===== src/sv/tatp_pkg.sv =====
// Shared types, constants and width helpers for the two-axis trapezoid planner.
// Used by the register file, controller, datapath and top level.
// No dependencies.
package tatp_pkg;

  localparam int DATA_W      = 32;
  localparam int PERIOD_W    = 10;
  localparam int IDX_W       = 3;
  localparam int FRAC_BITS   = 16;
  localparam int DV_W        = DATA_W + PERIOD_W;   // acc * period
  localparam int NUM_W       = DV_W + PERIOD_W;     // dv * period
  localparam int ENC_SCALE   = 10000;
  localparam int ENC_SCALE_W = 14;

  localparam logic [PERIOD_W-1:0] PERIOD_RST = PERIOD_W'(10);
  localparam logic [DATA_W-1:0]   LIMIT_RST  = DATA_W'(65536);

  typedef enum logic [IDX_W-1:0] {
    REG_PERIOD     = 3'd0,
    REG_AZ_MAX_VEL = 3'd1,
    REG_AZ_MAX_ACC = 3'd2,
    REG_EL_MAX_VEL = 3'd3,
    REG_EL_MAX_ACC = 3'd4
  } reg_idx_t;

  typedef struct packed {
    logic [PERIOD_W-1:0] period;
    logic [DATA_W-1:0]   az_max_vel;
    logic [DATA_W-1:0]   az_max_acc;
    logic [DATA_W-1:0]   el_max_vel;
    logic [DATA_W-1:0]   el_max_acc;
  } cfg_t;

  typedef enum logic [4:0] {
    OP_IDLE, OP_ACCEPT, OP_DV, OP_NUM, OP_CMP, OP_MULA, OP_MULB_LD, OP_MULB,
    OP_SQ_LD, OP_SQRT, OP_VEL, OP_DELTA, OP_POS, OP_ENC_MUL, OP_ENC, OP_FINISH
  } op_t;

  typedef struct packed {
    op_t  op;
    logic axis;
  } cmd_t;

  typedef struct packed {
    logic seq_ok;
    logic run;
    logic out_busy;
  } stat_t;

  typedef enum logic [4:0] {
    ST_IDLE, ST_DV, ST_NUM, ST_CMP, ST_MULA, ST_MULB_LD, ST_MULB, ST_SQ_LD,
    ST_SQRT, ST_VEL, ST_DELTA, ST_POS, ST_ENC_MUL, ST_ENC, ST_FINISH
  } state_t;

  // Error magnitude width for a given position width.
  function automatic int mag_w(input int sw);
    return sw + 1;
  endfunction

  // Width of 2*acc*mag + dv*dv, rounded up to an even number.
  function automatic int arg_w(input int sw);
    int a;
    int b;
    int m;
    a = DATA_W + 1 + mag_w(sw);
    b = 2 * DV_W;
    m = ((a > b) ? a : b) + 1;
    return m + (m % 2);
  endfunction

  function automatic int root_w(input int sw);
    return arg_w(sw) / 2;
  endfunction

endpackage


===== src/sv/tatp_regs.sv =====
// Configuration register file of the trapezoid planner.
// Depends on tatp_pkg.
module tatp_regs (
  input  logic                          clk,
  input  logic                          rst,
  input  logic                          cfg_valid,
  output logic                          cfg_ready,
  input  logic [tatp_pkg::IDX_W-1:0]    cfg_index,
  input  logic [tatp_pkg::DATA_W-1:0]   cfg_data,
  output tatp_pkg::cfg_t                cfg
);

  assign cfg_ready = 1'b1;

  always_ff @(posedge clk) begin
    if (rst) begin
      cfg.period     <= tatp_pkg::PERIOD_RST;
      cfg.az_max_vel <= tatp_pkg::LIMIT_RST;
      cfg.az_max_acc <= tatp_pkg::LIMIT_RST;
      cfg.el_max_vel <= tatp_pkg::LIMIT_RST;
      cfg.el_max_acc <= tatp_pkg::LIMIT_RST;
    end else if (cfg_valid) begin
      unique case (cfg_index)
        tatp_pkg::REG_PERIOD:     cfg.period     <= cfg_data[tatp_pkg::PERIOD_W-1:0];
        tatp_pkg::REG_AZ_MAX_VEL: cfg.az_max_vel <= cfg_data;
        tatp_pkg::REG_AZ_MAX_ACC: cfg.az_max_acc <= cfg_data;
        tatp_pkg::REG_EL_MAX_VEL: cfg.el_max_vel <= cfg_data;
        tatp_pkg::REG_EL_MAX_ACC: cfg.el_max_acc <= cfg_data;
        default: ;
      endcase
    end
  end

endmodule


===== config.mk =====
export PLATFORM = sky130hd
export DESIGN_NAME = tatp_regs
export DESIGN_NICKNAME = d
export VERILOG_FILES = /design/src/sv/tatp_pkg.sv /design/src/sv/tatp_regs.sv
export SDC_FILE = /design/constraint.sdc
export NUM_CORES = 1
export LEC_CHECK = 0
export ABC_AREA = 1
export BUFFER_PORTS_ARGS = -buffer_cell sky130_fd_sc_hd__buf_2
export CAP_MARGIN = 20
export CORE_ASPECT_RATIO = 1.5
export CORE_MARGIN = 2
export CORE_UTILIZATION = 35
export CTS_BUF_LIST = sky130_fd_sc_hd__clkbuf_16
export CTS_CLUSTER_DIAMETER = 50
export CTS_CLUSTER_SIZE = 20
export DETAILED_ROUTE_END_ITERATION = 16
export PLACE_DENSITY = 0.55
export SLEW_MARGIN = 20
export SYNTH_ARGS = -nofsm -noshare
export SYNTH_HDL_FRONTEND = slang
export SYNTH_SLANG_ARGS = --single-unit

===== constraint.sdc =====
create_clock -name clk -period 1.2 [get_ports clk]
set_clock_uncertainty 0.05 [all_clocks]
set_input_delay 0.06 -clock clk [delete_from_list [all_inputs] [get_ports clk]]
set_output_delay 0.06 -clock clk [all_outputs]
set_load 0.02 [all_outputs]

# --- Word-level counts from Yosys, hierarchy flattened ---
# Cells that the tools add are included.
totals:
  reg_bits: 138
  output_inout_bits: 139
classes:
  n_reduce_logical: 6
  eq_ne: 4
ops:
  columns: ["cell", "n"]
  rows:
  - ["AND reduction 2 bit", 5]
  - ["equality test 3 x 2 -> 1 bit (second input constant)", 2]
  - ["equality test 3 x 1 -> 1 bit (second input constant)", 1]
  - ["equality test 3 bit (second input constant)", 1]
  - ["zero test 3 bit", 1]

# --- Longest topological paths before layout ---
# Gate-level depths: netlist of the first run.
logic_depth:
  word_depth: 2
  ltp_mapped: 7
  ltp_nobuf: 5

# --- Worst setup path after synthesis of the first run ---
# Ideal clock, no wire load.
synth_timing:
  kind: "in2reg"
  from: "in cfg_valid"
  to: "reg cfg[80] (netlist name)"
  setup_ns: 0.130
  setup_slack_ns: 0.303
  arrival_ns: 0.718
  required_time_ns: 1.020
  cell_stages: 6
  path_cell_list: "inv_1 nor2_1 clkbuf_1 nand2_1 nand2_1 nand3_1"
synth_via:
  elab_chain_cells: 1
synth_lines:
  columns: ["item", "line_no", "source"]
  rows:
  - ["start: declaration", "tatp_regs.sv:6", "input logic cfg_valid,"]
  - ["AND reduction 2 bit (no line)", null, null]
  - ["end: declaration", "tatp_regs.sv:10", "output tatp_pkg::cfg_t cfg"]
# No other way between the ends.
# A chain may end at the register's enable or synchronous reset.

==> flow_metrics.py, run 1 <==
metrics = {
    "critical_path": {
        "critical_path.reg2reg.endpoint": "cfg[44]",
        "timing.critical_path.max_delay_family": "buffers and inverters",
        "rrSetupSlack_ns": 0.56,
        "cpMaxStageDelayCell": "dlygate4sd3_1",
        "crit_type": "input pin to register",
        "crit_path_max_incr_delay_ns": 0.53,
        "ff2ff_path_depth": 2,
        "r2r-start": "cfg[44]",
        "crit_buf_inv": 4,
        "arrival_time_of_data_at_the_critical_path_endpoint_ns": 1.38,
        "critical_path_depth": 6,
        "worstPathMaxFanout": 44,
        "endpoint": "cfg[87]",
        "crit_path_start": "rst",
        "endpoint_kind": "register",
        "crit_required_ns": 1.50,
        "crit_path_start_kind": "input pin",
        "crit_path_cell_trace": "dlygate4sd3_1 -> buf_2 -> inv_4 -> buf_12 -> nand2_1 -> nor2_1",
    },
    "placed_design": {
        "buffer_ports.inserted": 175,
        "gp_routability_congestion": 0.800,
        "dp_hpwl_um": 11700,
        "dpl_cell_area_um2": 6720,
        "pre_cts_ws_ns": 0.112,
    },
    "grt": {
        "grt_first_pass_wirelength_um": 26300,
        "grtUsageTotal_pct": 20.2,
        "vias_in_the_first_global_route": 5003,
        "grt_max_degree": 57,
        "overflow": 0,
        "antenna_found_initial": 0,
    },
    "route": {
        "vias_per_cell": 4.59,
        "route.layer.met1.wl_um": 7010,
        "vias": 5508,
        "drc": 0,
        "detail_route.iter0.violations": 226,
        "number_of_search_and_repair_iterations_in_the_first_detailed_routing_pass": 4,
        "dr.max_layer_used": "met4",
        "route.detailed.wl_per_inst_um": 14.1,
        "drt_wl_total_um": 17000,
        "route.met3.wl_um": 1030,
        "drtAntennaViolNets": 0,
        "wl_met2_um": 8530,
    },
    "cells_and_area": {
        "final_common_cell": "nor2_1",
        "drive_gt1_share_pct": 24.2,
        "final_design_area_no_fill_um2": 7510,
        "largest_registers": "cfg: 138 flops",
        "layout.nets": 1024,
        "largest-register": "cfg",
        "largest_register_ff_count": 138,
        "layout_common_cells": "nor2_1 (264), buf_2 (175), nand2_1 (151)",
        "area_growth_syn_to_layout_pct": 36.6,
        "antennaDiodeCount": 0,
        "n_fill_cell": 1663,
    },
    "floorplan": {
        "dieArea_um2": 16700,
        "core_area_um2": 15500,
        "dieWidth_um": 106,
        "initial_core_util_pct": 35.5,
        "design.portCount": 177,
        "total_number_of_placement_rows": 56,
        "dieHeight_um": 157,
    },
    "sta": {
        "finalSetupViolations": 0,
        "timing.setup.tns_ns": 0,
        "final_min_period_over_clock_period_pct": 90.1,
        "final_max_slew_viol_count": 0,
        "period_needed_ns": 1.08,
        "fin_hold_ws_ns": -0.00175,
        "timing.final.hold_violations": 1,
        "setup_repair_after_global_routing_missed_its_margin": "false",
        "post-route-worst-setup-slack_ns": 0.119,
        "timing.fmax_ghz": 0.925,
    },
    "power": {
        "power.share.clock_pct": 44.6,
        "total_power_mw": 11.1,
        "worst_ir_drop_vdd_mv": 0.959,
        "comb_power_share_pct": 12.0,
        "p_sw_mw": 2.90,
        "pwr-share-seq_pct": 43.3,
        "p_leak_nw": 3.72,
        "power.share.switching_pct": 26.1,
        "cellPowerDensity_nw_per_um2": 1480,
        "internal-power_mw": 8.24,
    },
    "logic_synthesis": {
        "seq_area_frac_synth_pct": 50.3,
        "post_synth_inst_count": 796,
        "synth_warnings": 0,
        "synth_cell_types": 13,
        "syn_area_per_cell_um2": 6.91,
        "synth.ff_latch_count": 138,
        "synth_nets": 834,
        "synth.cell_area_um2": 5500,
    },
    "clock_network": {
        "clkSinkCount": 138,
        "post_cts.resized_instances": 0,
        "cts_inserted_buffers": 17,
        "clk_transition_reported_paths_ns": 0.06,
        "tritoncts_clock_tree": "done",
        "clock_path_buffers": 2,
        "clkLatencyLatePin_ns": 0.41,
        "cts_max_level": 4,
        "clock_tree.root_cell": "clkbuf_16",
    },
    "run_status": {
        "violations": "hold timing",
        "result_of_the_run": "finished with violations",
    },
    "worst_hold_path": {
        "holdPathStages": 5,
        "min_path_type": "input pin to register",
    },
    "run": {
        "maxCapViolations": 0,
    },
}
## worst reg2reg max path, delay by kind of cell, from the launching register on
kind | cells | cell delay [ns]
simple gates | 2 | 0.17
flops | 1 | 0.32
## synthesized netlist by cell type
cell / number / area, um^2
nand3_1: 138 / 691
inv_1: 37 / 139
buf_4: 8 / 60.1
buf_1: 7 / 26.3
o21ai_0: 2 / 10.0
nand2_1: 151 / 567
nor2_2: 7 / 43.8
dfxtp_1: 138 / 2760
buf_2: 33 / 165
conb_1: 1 / 3.75
nor2_1: 266 / 998
inv_2: 1 / 3.75
clkbuf_1: 7 / 26.3
## power by group through the flow
stage	Clock [mW]	Sequential, mW	Combinational (mW)
6_report	4.97	4.83	1.34
5_1_grt	5.30	4.84	1.48
4_1_cts	5.08	4.83	1.36
3_5_place_dp	0	4.93	1.29
3_3_place_gp	0	4.93	1.29
2_1_floorplan	0	5.12	0.610
## what timing repair did
action	in CTS	in global routing
hold endpoints to repair	70	0
buffers inserted	0	0
hold buffers	23	0
## final cells by class
cell class	instances	area (um^2)	area share [%]
timing repair buffer	226	1450	19.4
clock inverter	14	131	1.75
clock buffer	17	425	5.67
multi-input combinational	565	2330	31.1
tap	203	254	3.38
inverter	38	145	1.93
sequential	138	2760	36.8
## worst min path at each step
stage            startpoint  endpoint
2_1_floorplan  cfg_data[16]  cfg[112]
6_report       cfg_data[28]  cfg[124]
4_1_cts        cfg_data[28]  cfg[124]
5_1_grt        cfg_data[30]   cfg[94]
3_3_place_gp    cfg_data[3]  cfg[131]
3_5_place_dp    cfg_data[3]  cfg[131]
## logic make-up (layout without fill, tap and decap cells)
| logic type | count (synthesis) | in the layout | share of synthesized area [%] |
|---|---|---|---|
| other | 1 | 1 | 0.0682 |
| and+or+nand+nor | 562 | 562 | 41.8 |
| AOI/OAI and AO/OA | 2 | 2 | 0.182 |
| buffers and inverters | 93 | 295 | 7.65 |
| DFF | 138 | 138 | 50.3 |
## per-stage QoR
| stage | utilization [%] | hold slack (ns) | instances |
|---|---|---|---|
| 6_report | 48.5 | -0.00175 | 1201 |
| 3_3_place_gp | 43.4 | 0.236 | 1147 |
| 5_1_grt | 48.5 | 0.0217 | 1201 |
| 2_1_floorplan | - | 0.123 | 796 |
| 4_1_cts | 48.5 | 0.00351 | 1201 |
| 3_5_place_dp | 43.4 | 0.242 | 1147 |
## per-layer routing
layer / vias up / track usage [%]
met5: - / 0
met2: 158 / 34.6
li1: 2836 / -
met4: 0 / 7.33
met3: 26 / 5.38
met1: 2488 / 24.2
Power figures use the tool's default switching activity.
==> run 2, diff against run 1 <==
--- a/config.mk
+++ b/config.mk
@@ -15,7 +15,6 @@
 export CTS_CLUSTER_DIAMETER = 50
 export CTS_CLUSTER_SIZE = 20
 export DETAILED_ROUTE_END_ITERATION = 16
-export PLACE_DENSITY = 0.55
 export SLEW_MARGIN = 20
 export SYNTH_ARGS = -nofsm -noshare
 export SYNTH_HDL_FRONTEND = slang
==> run 2 against run 1 <==
Against the previous run:
- via count is 1.1% higher
- register-to-register slack worse by 0.02 ns
- clock-buffer cell count unchanged
- combinational power is 3% higher
- critical endpoint is now cfg[111]
- critical path type is now register to primary output
- hold slack gained 0.019 ns
- critical path depth decreased by 5
- the run now ends clean
==> flow_metrics.py, run 2 (same netlist as run 1, synthesis figures left out) <==
metrics = {
    "run_status": {
        "result_of_the_run": "finished, final reports clean",
    },
    "grt": {
        "grt_max_degree": 60,
        "antenna_found_initial": 0,
        "grt_first_pass_wirelength_um": 27400,
        "vias_in_the_first_global_route": 5181,
        "grtUsageTotal_pct": 21.1,
        "overflow": 0,
    },
    "cells_and_area": {
        "largest_registers": "cfg: 138 flops",
        "area_growth_syn_to_layout_pct": 39.5,
        "drive_gt1_share_pct": 23.6,
        "largest-register": "cfg",
        "largest_register_ff_count": 138,
        "final_common_cell": "nor2_1",
        "layout_common_cells": "nor2_1 (264), buf_2 (175), nand2_1 (151)",
        "finalNonFillerCells": 1196,
        "final_design_area_no_fill_um2": 7670,
        "layout.nets": 1018,
        "n_fill_cell": 1592,
        "antennaDiodeCount": 0,
    },
    "placed_design": {
        "gp_routability_congestion": 0.812,
        "dpl_cell_area_um2": 6810,
        "placedCellCount": 1141,
        "buffer_ports.inserted": 175,
        "dp_hpwl_um": 11500,
    },
    "sta": {
        "setup_repair_after_global_routing_missed_its_margin": "false",
        "timing.fmax_ghz": 0.928,
        "period_needed_ns": 1.08,
        "final_min_period_over_clock_period_pct": 89.8,
        "finalSetupViolations": 0,
        "final_max_slew_viol_count": 0,
        "timing.setup.tns_ns": 0,
        "timing.final.hold_violations": 0,
    },
    "critical_path": {
        "crit_path_start_kind": "register",
        "crit_path_cell_trace": "buf_2",
        "rrSetupSlack_ns": 0.54,
        "arrival_time_of_data_at_the_critical_path_endpoint_ns": 0.97,
        "cpMaxStageDelayCell": "dfxtp_1",
        "crit_buf_inv": 1,
        "crit_type": "register to primary output",
        "critical_path_depth": 1,
        "timing.critical_path.max_delay_family": "flip-flops",
        "crit_required_ns": 1.09,
        "worstPathMaxFanout": 2,
        "ff2ff_path_depth": 2,
        "crit_path_max_incr_delay_ns": 0.37,
        "endpoint_kind": "primary output",
    },
    "floorplan": {
        "dieWidth_um": 106,
        "dieHeight_um": 157,
        "dieArea_um2": 16700,
        "total_number_of_placement_rows": 56,
        "core_area_um2": 15500,
        "initial_core_util_pct": 35.5,
        "design.portCount": 177,
    },
    "clock_network": {
        "clock_path_buffers": 2,
        "clkSinkCount": 138,
        "cts_max_level": 4,
        "tritoncts_clock_tree": "done",
        "post_cts.resized_instances": 0,
        "clk_transition_reported_paths_ns": 0.06,
        "clkLatencyLatePin_ns": 0.41,
        "cts_inserted_buffers": 17,
        "clock_tree.root_cell": "clkbuf_16",
    },
    "route": {
        "detail_route.iter0.violations": 271,
        "vias": 5570,
        "number_of_search_and_repair_iterations_in_the_first_detailed_routing_pass": 5,
        "drc": 0,
        "drtAntennaViolNets": 0,
        "route.detailed.wl_per_inst_um": 14.4,
        "drt_wl_total_um": 17200,
        "vias_per_cell": 4.66,
    },
    "worst_hold_path": {
        "min_path_type": "input pin to register",
        "holdPathStages": 5,
    },
    "power": {
        "p_leak_nw": 3.76,
        "cellPowerDensity_nw_per_um2": 1550,
        "worst_ir_drop_vdd_mv": 0.667,
    },
    "run": {
        "maxCapViolations": 0,
    },
}
==> run 2: path summary, 6_finish.rpt <==
path	startpoint	endpoint
setup reg to reg	cfg[48]	cfg[48]
hold / removal	cfg_data[4]	cfg[100]
hold reg to reg	cfg[129]	cfg[129]
setup / recovery	cfg[111]	cfg[111]
==> run 2: timing repair <==
| action | in CTS | in global routing |
|---|---|---|
| hold endpoints to repair | 78 | 0 |
| endpoints found under the setup margin | 0 | 0 |
| hold buffers | 23 | 0 |
| setup buffers | 0 | 0 |
==> run 2: final cells by class <==
cell class,count,area (um^2),share of cell area (%)
Sequential cell,138,2760,36.0
Timing Repair Buffer,220,1520,19.8
Clock inverter,15,206,2.69
Multi-Input combinational cell,565,2350,30.7
Clock buffer,17,425,5.55
Tap cell,203,254,3.31
Inverter,38,145,1.89
==> run 2: routing by layer <==
metal  routed length (um)  share of wire [%]  GRT usage (%)  vias to the layer above
met2                 8810                 51           36.5                      169
li1                     -                  -              -                     2835
met5                    0                  0              0                        -
met4                  315                1.8           7.83                        0
met3                  845                4.9           4.43                       20
met1                 7260                 42           25.5                     2546
==> run 2: metrics by stage <==
| step | power, mW | hold slack (ns) | util, % | setup slack, ns |
|---|---|---|---|---|
| global placement | 6.24 | 0.236 | 44.0 | 0.105 |
| detailed placement | 6.25 | 0.227 | 44.0 | 0.0736 |
| finish | 11.9 | 0.0168 | 49.5 | 0.122 |
| CTS | 12.0 | 0.00905 | 49.5 | 0.103 |
| global route | 12.3 | 0.0407 | 49.5 | 0.0905 |
| floorplan | 5.73 | 0.123 | - | 0.303 |
==> run 2: power by group <==
part           internal [mW]  switching (mW)
clock                   3.66            2.02
sequential              4.74          0.0822
combinational          0.500           0.875
