File: src/sv/tatp_pkg.sv
// Shared types, constants and width helpers for the two-axis trapezoid planner.
// Used by the register file, controller, datapath and top level.
// No dependencies.
package tatp_pkg;

  localparam int DATA_W      = 32;
  localparam int PERIOD_W    = 10;
  localparam int IDX_W       = 3;
  localparam int FRAC_BITS   = 16;
  localparam int DV_W        = DATA_W + PERIOD_W;   // acc * period
  localparam int NUM_W       = DV_W + PERIOD_W;     // dv * period
  localparam int ENC_SCALE   = 10000;
  localparam int ENC_SCALE_W = 14;

  localparam logic [PERIOD_W-1:0] PERIOD_RST = PERIOD_W'(10);
  localparam logic [DATA_W-1:0]   LIMIT_RST  = DATA_W'(65536);

  typedef enum logic [IDX_W-1:0] {
    REG_PERIOD     = 3'd0,
    REG_AZ_MAX_VEL = 3'd1,
    REG_AZ_MAX_ACC = 3'd2,
    REG_EL_MAX_VEL = 3'd3,
    REG_EL_MAX_ACC = 3'd4
  } reg_idx_t;

  typedef struct packed {
    logic [PERIOD_W-1:0] period;
    logic [DATA_W-1:0]   az_max_vel;
    logic [DATA_W-1:0]   az_max_acc;
    logic [DATA_W-1:0]   el_max_vel;
    logic [DATA_W-1:0]   el_max_acc;
  } cfg_t;

  typedef enum logic [4:0] {
    OP_IDLE, OP_ACCEPT, OP_DV, OP_NUM, OP_CMP, OP_MULA, OP_MULB_LD, OP_MULB,
    OP_SQ_LD, OP_SQRT, OP_VEL, OP_DELTA, OP_POS, OP_ENC_MUL, OP_ENC, OP_FINISH
  } op_t;

  typedef struct packed {
    op_t  op;
    logic axis;
  } cmd_t;

  typedef struct packed {
    logic seq_ok;
    logic run;
    logic out_busy;
  } stat_t;

  typedef enum logic [4:0] {
    ST_IDLE, ST_DV, ST_NUM, ST_CMP, ST_MULA, ST_MULB_LD, ST_MULB, ST_SQ_LD,
    ST_SQRT, ST_VEL, ST_DELTA, ST_POS, ST_ENC_MUL, ST_ENC, ST_FINISH
  } state_t;

  // Error magnitude width for a given position width.
  function automatic int mag_w(input int sw);
    return sw + 1;
  endfunction

  // Width of 2*acc*mag + dv*dv, rounded up to an even number.
  function automatic int arg_w(input int sw);
    int a;
    int b;
    int m;
    a = DATA_W + 1 + mag_w(sw);
    b = 2 * DV_W;
    m = ((a > b) ? a : b) + 1;
    return m + (m % 2);
  endfunction

  function automatic int root_w(input int sw);
    return arg_w(sw) / 2;
  endfunction

endpackage

File: src/sv/tatp_ctrl.sv
// Sequencer of the trapezoid planner: walks each axis through the step.
// Depends on tatp_pkg; drives tatp_dp through cmd_t and reads stat_t.
module tatp_ctrl #(
  parameter int STATE_WIDTH = 48
) (
  input  logic            clk,
  input  logic            rst,
  input  logic            in_valid,
  output logic            in_ready,
  input  tatp_pkg::stat_t stat,
  output tatp_pkg::cmd_t  cmd
);

  localparam int MAG_W  = tatp_pkg::mag_w(STATE_WIDTH);
  localparam int ROOT_W = tatp_pkg::root_w(STATE_WIDTH);
  localparam int MAX_A  = (MAG_W > tatp_pkg::DV_W) ? MAG_W : tatp_pkg::DV_W;
  localparam int MAX_L  = (MAX_A > ROOT_W) ? MAX_A : ROOT_W;
  localparam int CNT_W  = $clog2(MAX_L);

  tatp_pkg::state_t state, state_next;
  logic             axis, axis_next;
  logic [CNT_W-1:0] cnt, cnt_next;

  always_ff @(posedge clk) begin
    if (rst) begin
      state <= tatp_pkg::ST_IDLE;
      axis  <= 1'b0;
      cnt   <= '0;
    end else begin
      state <= state_next;
      axis  <= axis_next;
      cnt   <= cnt_next;
    end
  end

  always_comb begin
    state_next = state;
    axis_next  = axis;
    cnt_next   = cnt;
    in_ready   = 1'b0;
    cmd.op     = tatp_pkg::OP_IDLE;
    cmd.axis   = axis;
    unique case (state)
      tatp_pkg::ST_IDLE: begin
        in_ready = 1'b1;
        if (in_valid) begin
          cmd.op = tatp_pkg::OP_ACCEPT;
          if (stat.seq_ok) begin
            state_next = tatp_pkg::ST_DV;
            axis_next  = 1'b0;
          end
        end
      end
      tatp_pkg::ST_DV: begin
        cmd.op     = tatp_pkg::OP_DV;
        state_next = tatp_pkg::ST_NUM;
      end
      tatp_pkg::ST_NUM: begin
        cmd.op     = tatp_pkg::OP_NUM;
        state_next = tatp_pkg::ST_CMP;
      end
      tatp_pkg::ST_CMP: begin
        cmd.op = tatp_pkg::OP_CMP;
        // An axis inside its deadband, or disabled, skips the square root.
        if (stat.run) begin
          cnt_next   = CNT_W'(MAG_W - 1);
          state_next = tatp_pkg::ST_MULA;
        end else begin
          state_next = tatp_pkg::ST_VEL;
        end
      end
      tatp_pkg::ST_MULA: begin
        cmd.op   = tatp_pkg::OP_MULA;
        cnt_next = cnt - 1'b1;
        if (cnt == '0) begin
          state_next = tatp_pkg::ST_MULB_LD;
        end
      end
      tatp_pkg::ST_MULB_LD: begin
        cmd.op     = tatp_pkg::OP_MULB_LD;
        cnt_next   = CNT_W'(tatp_pkg::DV_W - 1);
        state_next = tatp_pkg::ST_MULB;
      end
      tatp_pkg::ST_MULB: begin
        cmd.op   = tatp_pkg::OP_MULB;
        cnt_next = cnt - 1'b1;
        if (cnt == '0) begin
          state_next = tatp_pkg::ST_SQ_LD;
        end
      end
      tatp_pkg::ST_SQ_LD: begin
        cmd.op     = tatp_pkg::OP_SQ_LD;
        cnt_next   = CNT_W'(ROOT_W - 1);
        state_next = tatp_pkg::ST_SQRT;
      end
      tatp_pkg::ST_SQRT: begin
        cmd.op   = tatp_pkg::OP_SQRT;
        cnt_next = cnt - 1'b1;
        if (cnt == '0) begin
          state_next = tatp_pkg::ST_VEL;
        end
      end
      tatp_pkg::ST_VEL: begin
        cmd.op     = tatp_pkg::OP_VEL;
        state_next = tatp_pkg::ST_DELTA;
      end
      tatp_pkg::ST_DELTA: begin
        cmd.op     = tatp_pkg::OP_DELTA;
        state_next = tatp_pkg::ST_POS;
      end
      tatp_pkg::ST_POS: begin
        cmd.op     = tatp_pkg::OP_POS;
        state_next = tatp_pkg::ST_ENC_MUL;
      end
      tatp_pkg::ST_ENC_MUL: begin
        cmd.op     = tatp_pkg::OP_ENC_MUL;
        state_next = tatp_pkg::ST_ENC;
      end
      tatp_pkg::ST_ENC: begin
        cmd.op = tatp_pkg::OP_ENC;
        if (axis) begin
          state_next = tatp_pkg::ST_FINISH;
        end else begin
          axis_next  = 1'b1;
          state_next = tatp_pkg::ST_DV;
        end
      end
      tatp_pkg::ST_FINISH: begin
        if (!stat.out_busy) begin
          cmd.op     = tatp_pkg::OP_FINISH;
          state_next = tatp_pkg::ST_IDLE;
        end
      end
      default: state_next = tatp_pkg::ST_IDLE;
    endcase
  end

endmodule

File: config.mk
export PLATFORM = sky130hd
export DESIGN_NAME = tatp_ctrl
export DESIGN_NICKNAME = d
export VERILOG_FILES = /design/src/sv/tatp_pkg.sv /design/src/sv/tatp_ctrl.sv
export SDC_FILE = /design/constraint.sdc
export NUM_CORES = 1
export LEC_CHECK = 0
export BUFFER_PORTS_ARGS = -buffer_cell sky130_fd_sc_hd__buf_2
export CORE_MARGIN = 3
export CORE_UTILIZATION = 60
export CTS_BUF_LIST = sky130_fd_sc_hd__clkbuf_4
export DETAILED_ROUTE_END_ITERATION = 8
export PLACE_DENSITY = 0.94
export SLEW_MARGIN = 15
export SYNTH_ARGS = -nofsm -noshare
export SYNTH_HDL_FRONTEND = slang
export SYNTH_SLANG_ARGS = --single-unit
File: constraint.sdc
create_clock -name clk -period 3.03 [get_ports clk]
set_input_delay 0.303 -clock clk [delete_from_list [all_inputs] [get_ports clk]]
set_output_delay 0.303 -clock clk [all_outputs]
set_load 0.05 [all_outputs]
Word level (Yosys, flattened, before mapping)
Cells that the tools add are included.
{ "totals": {"ff_bits": 12, "output_inout_bits": 7, "elab_cells": 51, "input_bits": 6} }
{ "classes": {"n_mux": 18, "n_reduce_logical": 8, "n_addsub": 1, "n_eq_ne": 21} }
{ "ops": {"columns": ["cell", "count"], "rows": [
  ["$pmux 5 s15", 1],
  ["$pmux 4 s15", 1],
  ["$eq 5x4->1 const B", 7],
  ["$mux 5", 6],
  ["$pmux 6 s4", 1],
  ["$eq 5x3->1 const B", 4],
  ["$ne 2x2->1 const B", 7],
  ["$mux 4", 3],
  ["$eq 5x2->1 const B", 2],
  ["$logic_not 6->1", 1],
  ["$mux 6", 1],
  ["$reduce_and 6->1", 1],
  ["$sub 6x1->6 const B", 1],
  ["$eq 5x1->1 const B", 1],
  ["$logic_not 5->1", 1],
  ["$mux 1", 4],
  ["$reduce_bool 4->1", 1],
  ["$reduce_and 3->1", 1],
  ["$reduce_or 3->1", 1],
  ["$pmux 1 s2", 1],
  ["$reduce_and 2->1", 1],
  ["$reduce_bool 2->1", 1]
]} }

Logic depth before layout (Yosys ltp)
Gate-level depths: netlist of the first run.
{ "depth": {"ltp_word": 4, "mapped_depth": 6} }

Worst setup path after synthesis of the first run
OpenSTA, ideal clock, no wires.
{ "synth_path": {"path_kind": "register to register", "startpoint": "reg state[0]", "endpoint": "reg axis", "synth_period_minus_slack_ps": 2713, "setup_ps": 129, "arrival_time_ps": 2584, "path_slack_ps": 317, "n_path_buf": 1, "stages_incl_launch_ff": 6, "path_cell_list": "dfxtp_1 clkbuf_1 nor4_1 a31oi_1 a31oi_1 nor2_1"} }
{ "synth_between": {"elab_chain_cells": 3} }
{ "synth_rtl": {"columns": ["element", "line", "rtl"], "rows": [
  ["start, declared", "tatp_ctrl.sv:20", "tatp_pkg::state_t state, state_next;"],
  ["start signal, assigned", "tatp_ctrl.sv:26", "state <= tatp_pkg::ST_IDLE;"],
  ["start signal, assigned", "tatp_ctrl.sv:30", "state <= state_next;"],
  ["$eq 5x4->1 or $logic_not 5->1 (tied branches)", "tatp_ctrl.sv:43", "unique case (state)"],
  ["$reduce_bool 2->1 (no source line) or $ne 2x2->1 (tied branches)", null, null],
  ["$reduce_and 3->1 (no source line)", null, null],
  ["end signal, assigned", "tatp_ctrl.sv:31", "axis <= axis_next;"],
  ["end, declared", "tatp_ctrl.sv:21", "logic axis, axis_next;"]
]} }
Several ways; a longest one is shown, not always the timed one.
A chain may end at the register's enable or synchronous reset.

==> flow_summary_export.csv, run 1 <==
group,metric,value,unit
run_status,status,"finished, final reports clean",
cells_and_area,diodes,0,
global_route,grt-ovfl-total,0,
yosys,ys_seq_area_share,26.19,%
global_route,grt.met2_usage,34.22,%
yosys,synthFlopType,"dfxtp_1",
yosys,syn-cell-area,840.8,µm²
setup_path,critPathSlowestCell,"dfxtp_1",
setup_path,path_cells,"nand2_1, o21ai_0, o21ai_0, buf_2",
global_route,met1_usage,31.67,%
detailed_routing,wl_per_cell,15.15,µm
cells_and_area,drive_above_1_share,17.80,%
global_route,top_usage_layer,"met2",
setup_path,crit_type,"flop to output port",
cells_and_area,fill_cells,95,
detailed_routing,via_per_inst,6.621,
floorplanning,coreArea,1201,µm²
setup_path,startpoint_type,"flop",
floorplanning,die_area,1887,µm²
flow_run,max-cap-violations,0,
clocking,ctsResizeCount,0,
setup_path,crit_family,"flip-flops",
cells_and_area,multiInputGateArea,556.8,µm²
sta,relSlewSlack,48.29,%
floorplanning,start_util,70.00,%
clocking,cts_max_path_buffers,2,
detailed_routing,num_vias,874,
sta,hold_viol,0,
detailed_routing,final_antenna_net_count,0,
placement,gp_congestion,0.7972,
clocking,cts_buffers,3,
power,ir_drop,0.0003498,V
yosys,synth.net_count,121,
sta,finalCriticalPeriod,2.109,ns
global_route,grt_usage,22.08,%
sta,setup_violations,0,
yosys,syn_inst,114,
setup_path,r2r_end,"cnt[1]",
sta,timing.fmax,0.4741,GHz
sta,setup_tns,0,ns
sta,post-route-period-util,69.62,%
yosys,yosysTopAreaCell,"dfxtp_1",
yosys,yosysMostFrequentCell,"a21oi_1",
cells_and_area,area_growth,5.952,%
setup_path,critPathCapture,"cmd[4]",
sta,fin_skew,0.0005516,ns
global_route,grt_pass1_wl,3291,µm
placement,pre_cts_ws,1.035,ns
setup_path,required,2.73,ns
setup_path,path_depth,4,
detailed_routing,drtIter0Drc,71,
yosys,ys_ff_latch,11,
yosys,yosys.area.top_type_share,26.19,%
global_route,grt_pass1_vias,739,
detailed_routing,drc,0,
detailed_routing,drtPass1Iterations,4,
yosys,yosysWarnings,0,
clocking,cts_tree,"built",
setup_path,cpMostUsedCell,"o21ai_0",
clocking,cts_max_level,1,
cells_and_area,fin_nets,126,
min_path,min_path_type,"input pin to flop",
floorplanning,die_x,43.44,µm
global_route,grt_max_degree,27,
sta,setup_ws,0.9206,ns
power,leakage,0.0003299,µW
clocking,root_buffer,"clkbuf_4",
yosys,synth_edf_count,0,
setup_path,end_kind,"output port",
clocking,hold_buffers,0,
clocking,post_cts_buffers,0,
setup_path,path_buf_inv,1,
sta,maxSlewViolCount,0,
setup_path,r2r_setup_slack,0.99,ns
power,power.density,534.5,nW/µm²
floorplanning,num_rows,12,
setup_path,r2r_start,"state[3]",
floorplanning,die_y,43.44,µm
floorplanning,ios,13,
setup_path,reg2regPathDepth,4,
cells_and_area,register_area,220.2,µm²
setup_path,cp-startpoint,"state[2]",
setup_path,crit_fanout,26,
clocking,clk_latency,0.26,ns
yosys,netlist-cell-type-count,42,
clocking,clock-sinks,11,
global_route,antenna_found_initial,0,
yosys,async_reset_ff_share,0,%
placement,dp_hpwl,1396,µm
detailed_routing,drt_wl_total,2000,µm
yosys,syn_avg_cell_area,7.375,µm²
setup_path,crit_path_max_incr_delay,0.83,ns
setup_path,arrival,1.81,ns
sta,worst_slew_pin_slew,0.7745,ns
yosys,yosys-top-cells-area,"dfxtp_1, a21oi_1, o21ai_0",
clocking,cts.reportedPaths.clkPinSlew,0.08,ns
sta,rsz0062_at_grt,"false",
global_route,met3_usage,2.905,%
placement,io_buffers,11,
yosys,yosys-top-cells-count,"a21oi_1, nor2_1, dfxtp_1, o21ai_0",
-- area by class of cell --
class	instances	area share, %
clock buffer	4	3.371
tap	14	1.966
inverter	3	1.264
sequential	11	24.72
multi-input combinational	89	62.50
timing repair buffer	11	6.180
-- flip-flops by register name, indices dropped and copies added (netlist names) --
| name | cells |
|---|---|
| axis | 1 |
| state | 4 |
| cnt | 6 |
-- metrics by stage --
stage               hold WS [ns]  power [µW]  instances  area, µm²  util (%)
floorplan                 0.4497       330.3        114      840.8         -
global placement          0.4742       356.6        128      860.8     71.67
detailed placement        0.4795       363.7        128      860.8     71.67
CTS                       0.3507       474.3        132      890.9     74.17
global route              0.3611       499.3        132      890.9     74.17
finish                    0.3548       476.2        132      890.9     74.17
-- cells in the final DEF, fill, tap and decap left out, drive strengths merged, types with 2 or more instances in the layout --
cell type	n
dfxtp	11
inv	3
nor2b	4
o21ai	11
a31oi	3
clkbuf	4
nand3	3
buf	11
nor2	12
nor4	2
nor3	2
nand2	5
a22oi	2
o22a	2
nor4b	2
a311oi	3
nand2b	3
a21oi	14
nor3b	2
or3b	2
-- routing by layer --
metal  vias up  wire, µm
met5         -         0
li1        439         -
met4         0         8
met3         2       133
met1       397       926
met2        36       931
-- worst reg2reg max path, cell delays in order, from the launching register on --
cell      delay, ns
dfxtp_1        0.81
or4b_4         0.59
o21a_1         0.15
a221oi_1       0.31
nor2_1         0.06
-- worst min path at each step --
stage	from	endpoint	slack (ns)	depth (start not counted)
floorplan	cnt[5]	cnt[5]	0.45	1
global placement	cnt[5]	cnt[5]	0.47	1
detailed placement	cnt[5]	cnt[5]	0.48	1
CTS	rst	cnt[0]	0.35	2
global route	rst	cnt[2]	0.36	2
finish	rst	axis	0.35	2
-- kinds of logic after synthesis --
group                      share of synthesized area, %
DFF                                               26.19
other                                            0.4460
adders and majority gates                         1.488
AOI/OAI and AO/OA                                 36.61
and+or+nand+nor                                   27.68
buffers and inverters                             7.588
-- power by group --
group	total, µW	internal (µW)	switching, µW
logic	166	60.9	105
registers	198	157	41.0
clock network	112	59.8	52.2
Note: power is estimated with default switching activity, not from simulation.
==> run 2: changes to the inputs <==
--- a/config.mk
+++ b/config.mk
@@ -5,12 +5,13 @@
 export SDC_FILE = /design/constraint.sdc
 export NUM_CORES = 1
 export LEC_CHECK = 0
+export ABC_AREA = 1
 export BUFFER_PORTS_ARGS = -buffer_cell sky130_fd_sc_hd__buf_2
 export CORE_MARGIN = 3
-export CORE_UTILIZATION = 60
+export CORE_UTILIZATION = 57
 export CTS_BUF_LIST = sky130_fd_sc_hd__clkbuf_4
 export DETAILED_ROUTE_END_ITERATION = 8
-export PLACE_DENSITY = 0.94
+export PLACE_DENSITY = 0.9
 export SLEW_MARGIN = 15
 export SYNTH_ARGS = -nofsm -noshare
 export SYNTH_HDL_FRONTEND = slang
==> constraint.sdc (replaced) <==
create_clock -name clk -period 2.2 [get_ports clk]
set_input_delay 0.22 -clock clk [delete_from_list [all_inputs] [get_ports clk]]
set_output_delay 0.22 -clock clk [all_outputs]
set_load 0.05 [all_outputs]
==> run 2 against run 1 <==
Cell area increased by 0.56%. Critical path depth grew 3. Sequential share of layout area shrank 0.14 points. Clock skew rose by 0.00098 ns. Non-clock buffer count did not move. Sequential power up 13%. Via count rose by 3.8%. Register-to-register slack lost 0.35 ns. Setup slack got worse by 0.58 ns. Flip-flop and latch count is the same. Combinational power increased by 4%. Global-route usage is essentially flat.
==> flow_summary_export.csv, run 2 <==
group,metric,value,unit
clocking,cts_max_level,1,
clocking,ctsResizeCount,0,
clocking,cts.reportedPaths.clkPinSlew,0.06,ns
setup_path,crit_family,"simple AND/OR/NAND/NOR gates",
power,power.density,601.3,nW/µm²
sta,post-route-period-util,84.46,%
flow_run,max-cap-violations,0,
placement,io_buffers,11,
sta,hold_viol,0,
cells_and_area,regMostFlops,"cnt",
global_route,antenna_found_initial,0,
power,swShare,37.10,%
power,leakage,0.0004576,µW
placement,dp_hpwl,1571,µm
yosys,ys_seq_area_share,26.79,%
placement,pre_cts_ws,0.6389,ns
yosys,syn-cell-area,822.0,µm²
clocking,hold_buffers,0,
yosys,ys_ff_latch,11,
yosys,yosys-top-cells-area,"dfxtp_1, nand2_1, inv_1",
setup_path,r2r_end,"state[1]",
floorplanning,die_area,1934,µm²
yosys,synthFlopType,"dfxtp_1",
setup_path,path_depth,7,
yosys,synth.net_count,147,
global_route,grt-ovfl-total,0,
yosys,yosys-top-cells-count,"nand2_1, inv_1, nor2_1, nand3_1, dfxtp_1",
floorplanning,num_rows,13,
sta,rsz0062_at_grt,"false",
setup_path,crit_path_max_incr_delay,0.46,ns
cells_and_area,final_cell_mix,"nand2_1, inv_1, nor2_1",
cells_and_area,fill_cells,117,
detailed_routing,drt_wl_total,1904,µm
detailed_routing,drtPass1Iterations,4,
clocking,cts_tree,"built",
sta,setup_tns,0,ns
yosys,netlist-cell-type-count,24,
cells_and_area,final_common_cell,"nand2_1",
cells_and_area,fin_cells,166,
cells_and_area,reg_top3,"cnt x6, state x4, axis x1",
sta,maxSlewViolCount,0,
sta,finalCriticalPeriod,1.858,ns
floorplanning,ios,13,
yosys,synth_edf_count,0,
yosys,async_reset_ff_share,0,%
setup_path,critPathSlowestCell,"dfxtp_1",
power,p_clk_share,26.6,%
yosys,yosysTopAreaCell,"dfxtp_1",
setup_path,startpoint_type,"flop",
power,ir_drop,0.0004840,V
clocking,post_cts_buffers,0,
floorplanning,die_y,43.98,µm
detailed_routing,wl_per_cell,11.47,µm
setup_path,end_kind,"output port",
yosys,syn_avg_cell_area,5.872,µm²
cells_and_area,area_growth,8.980,%
min_path,hold_end,"state[3]",
detailed_routing,num_vias,907,
floorplanning,start_util,61.63,%
setup_path,path_cells,"nand2_1, inv_1, nand3_1, nand2_1, nor2_1, nand2_1, buf_2",
cells_and_area,drive_above_1_share,16.56,%
cells_and_area,largest_reg_flops,6,
setup_path,required,1.98,ns
placement,gp_congestion,0.9256,
floorplanning,coreArea,1334,µm²
setup_path,path_buf_inv,2,
setup_path,r2r_start,"cnt[0]",
detailed_routing,drtIter0Drc,13,
power,p_switching,199.8,µW
cells_and_area,fin_nets,159,
detailed_routing,drc,0,
yosys,yosysMostFrequentCell,"nand2_1",
yosys,syn_inst,140,
clocking,root_buffer,"clkbuf_4",
setup_path,arrival,1.64,ns
global_route,grt_pass1_wl,3194,µm
clocking,clock-sinks,11,
min_path,holdPathStages,2,
run_status,status,"finished, final reports clean",
global_route,grt_pass1_vias,795,
setup_path,crit_fanout,8,
setup_path,r2r_setup_slack,0.64,ns
yosys,yosys.area.top_type_share,26.79,%
detailed_routing,final_antenna_net_count,0,
floorplanning,die_x,43.98,µm
sta,fin_skew,0.001529,ns
yosys,yosysWarnings,0,
power,cellInternalPower,338.8,µW
clocking,clk_latency,0.26,ns
clocking,cts_buffers,3,
detailed_routing,via_per_inst,5.464,
global_route,grt_usage,22.13,%
setup_path,cpMostUsedCell,"nand2_1",
power,p_seq_share,41.4,%
power,pwr-share-comb,31.9,%
setup_path,reg2regPathDepth,10,
global_route,grt_max_degree,11,
clocking,cts_max_path_buffers,2,
placement,place_inst,162,
cells_and_area,diodes,0,
sta,setup_ws,0.3418,ns
sta,timing.fmax,0.5382,GHz
setup_path,crit_type,"flop to output port",
min_path,min_path_type,"input pin to flop",
sta,setup_violations,0,
min_path,worst_hold_startpoint,"rst",
run 2: metal layers:
| layer | up-vias | wire length [µm] | GRT usage (%) |
|---|---|---|---|
| met5 | - | 0 | 0 |
| met4 | 0 | 48 | 11.45 |
| met3 | 8 | 115 | 2.905 |
| met2 | 35 | 864 | 34.88 |
| met1 | 391 | 876 | 29.15 |
| li1 | 473 | - | - |
run 2: area by class of cell:
type | count | area, µm² | share of cell area (%)
Tap cell | 15 | 18.77 | 2.095
Multi-Input combinational cell | 101 | 481.7 | 53.77
Clock buffer | 4 | 30.03 | 3.352
Inverter | 24 | 90.09 | 10.06
Timing Repair Buffer | 11 | 55.05 | 6.145
Sequential cell | 11 | 220.2 | 24.58
run 2: power groups by stage:
| stage | Sequential, µW | Combinational [µW] | Clock [µW] |
|---|---|---|---|
| 2_1_floorplan | 223 | 139 | 0 |
| 3_3_place_gp | 226 | 167 | 0 |
| 3_5_place_dp | 227 | 171 | 0 |
| 4_1_cts | 222 | 171 | 149 |
| 5_1_grt | 223 | 189 | 157 |
| 6_report | 223 | 172 | 143 |
run 2: through the flow:
stage / total power, µW / hold WS [ns] / cell area (µm²) / util, %
6_report: 538.6 / 0.2560 / 895.9 / 67.17
3_5_place_dp: 397.3 / 0.4776 / 865.8 / 64.92
4_1_cts: 541.7 / 0.2509 / 895.9 / 67.17
3_3_place_gp: 392.6 / 0.4662 / 865.8 / 64.92
2_1_floorplan: 362.3 / 0.4538 / 822.0 / -
5_1_grt: 569.4 / 0.2689 / 895.9 / 67.17
run 2: worst register-to-register path: stages (launching register included):
cell and delay, ns:
dfxtp_1 0.31, inv_1 0.10, ha_1 0.18, inv_1 0.04, nor2_1 0.20, nand3_1 0.13, nand2_2 0.11, nand2_1 0.06
nor2_1 0.16, nand2_1 0.08, a21oi_1 0.12
run 2: cells by family (layout without fill, tap and decap cells):
logic type | Yosys count | count (layout) | share of synthesized area (%)
flops | 11 | 11 | 26.79
compound gates | 22 | 22 | 15.37
simple gates | 77 | 77 | 41.25
buf+inv | 28 | 39 | 14.61
other cells | 1 | 1 | 0.4562
fa+ha+maj | 1 | 1 | 1.522
run 2: worst max-delay path by stage:
| stage | start | end | slack [ns] |
|---|---|---|---|
| 2_1_floorplan | state[2] | cmd[1] | 0.03 |
| 3_3_place_gp | state[2] | cmd[4] | 0.68 |
| 3_5_place_dp | state[2] | cmd[3] | 0.64 |
| 4_1_cts | state[2] | cmd[3] | 0.35 |
| 5_1_grt | state[2] | cmd[3] | 0.21 |
| 6_report | state[2] | cmd[3] | 0.34 |
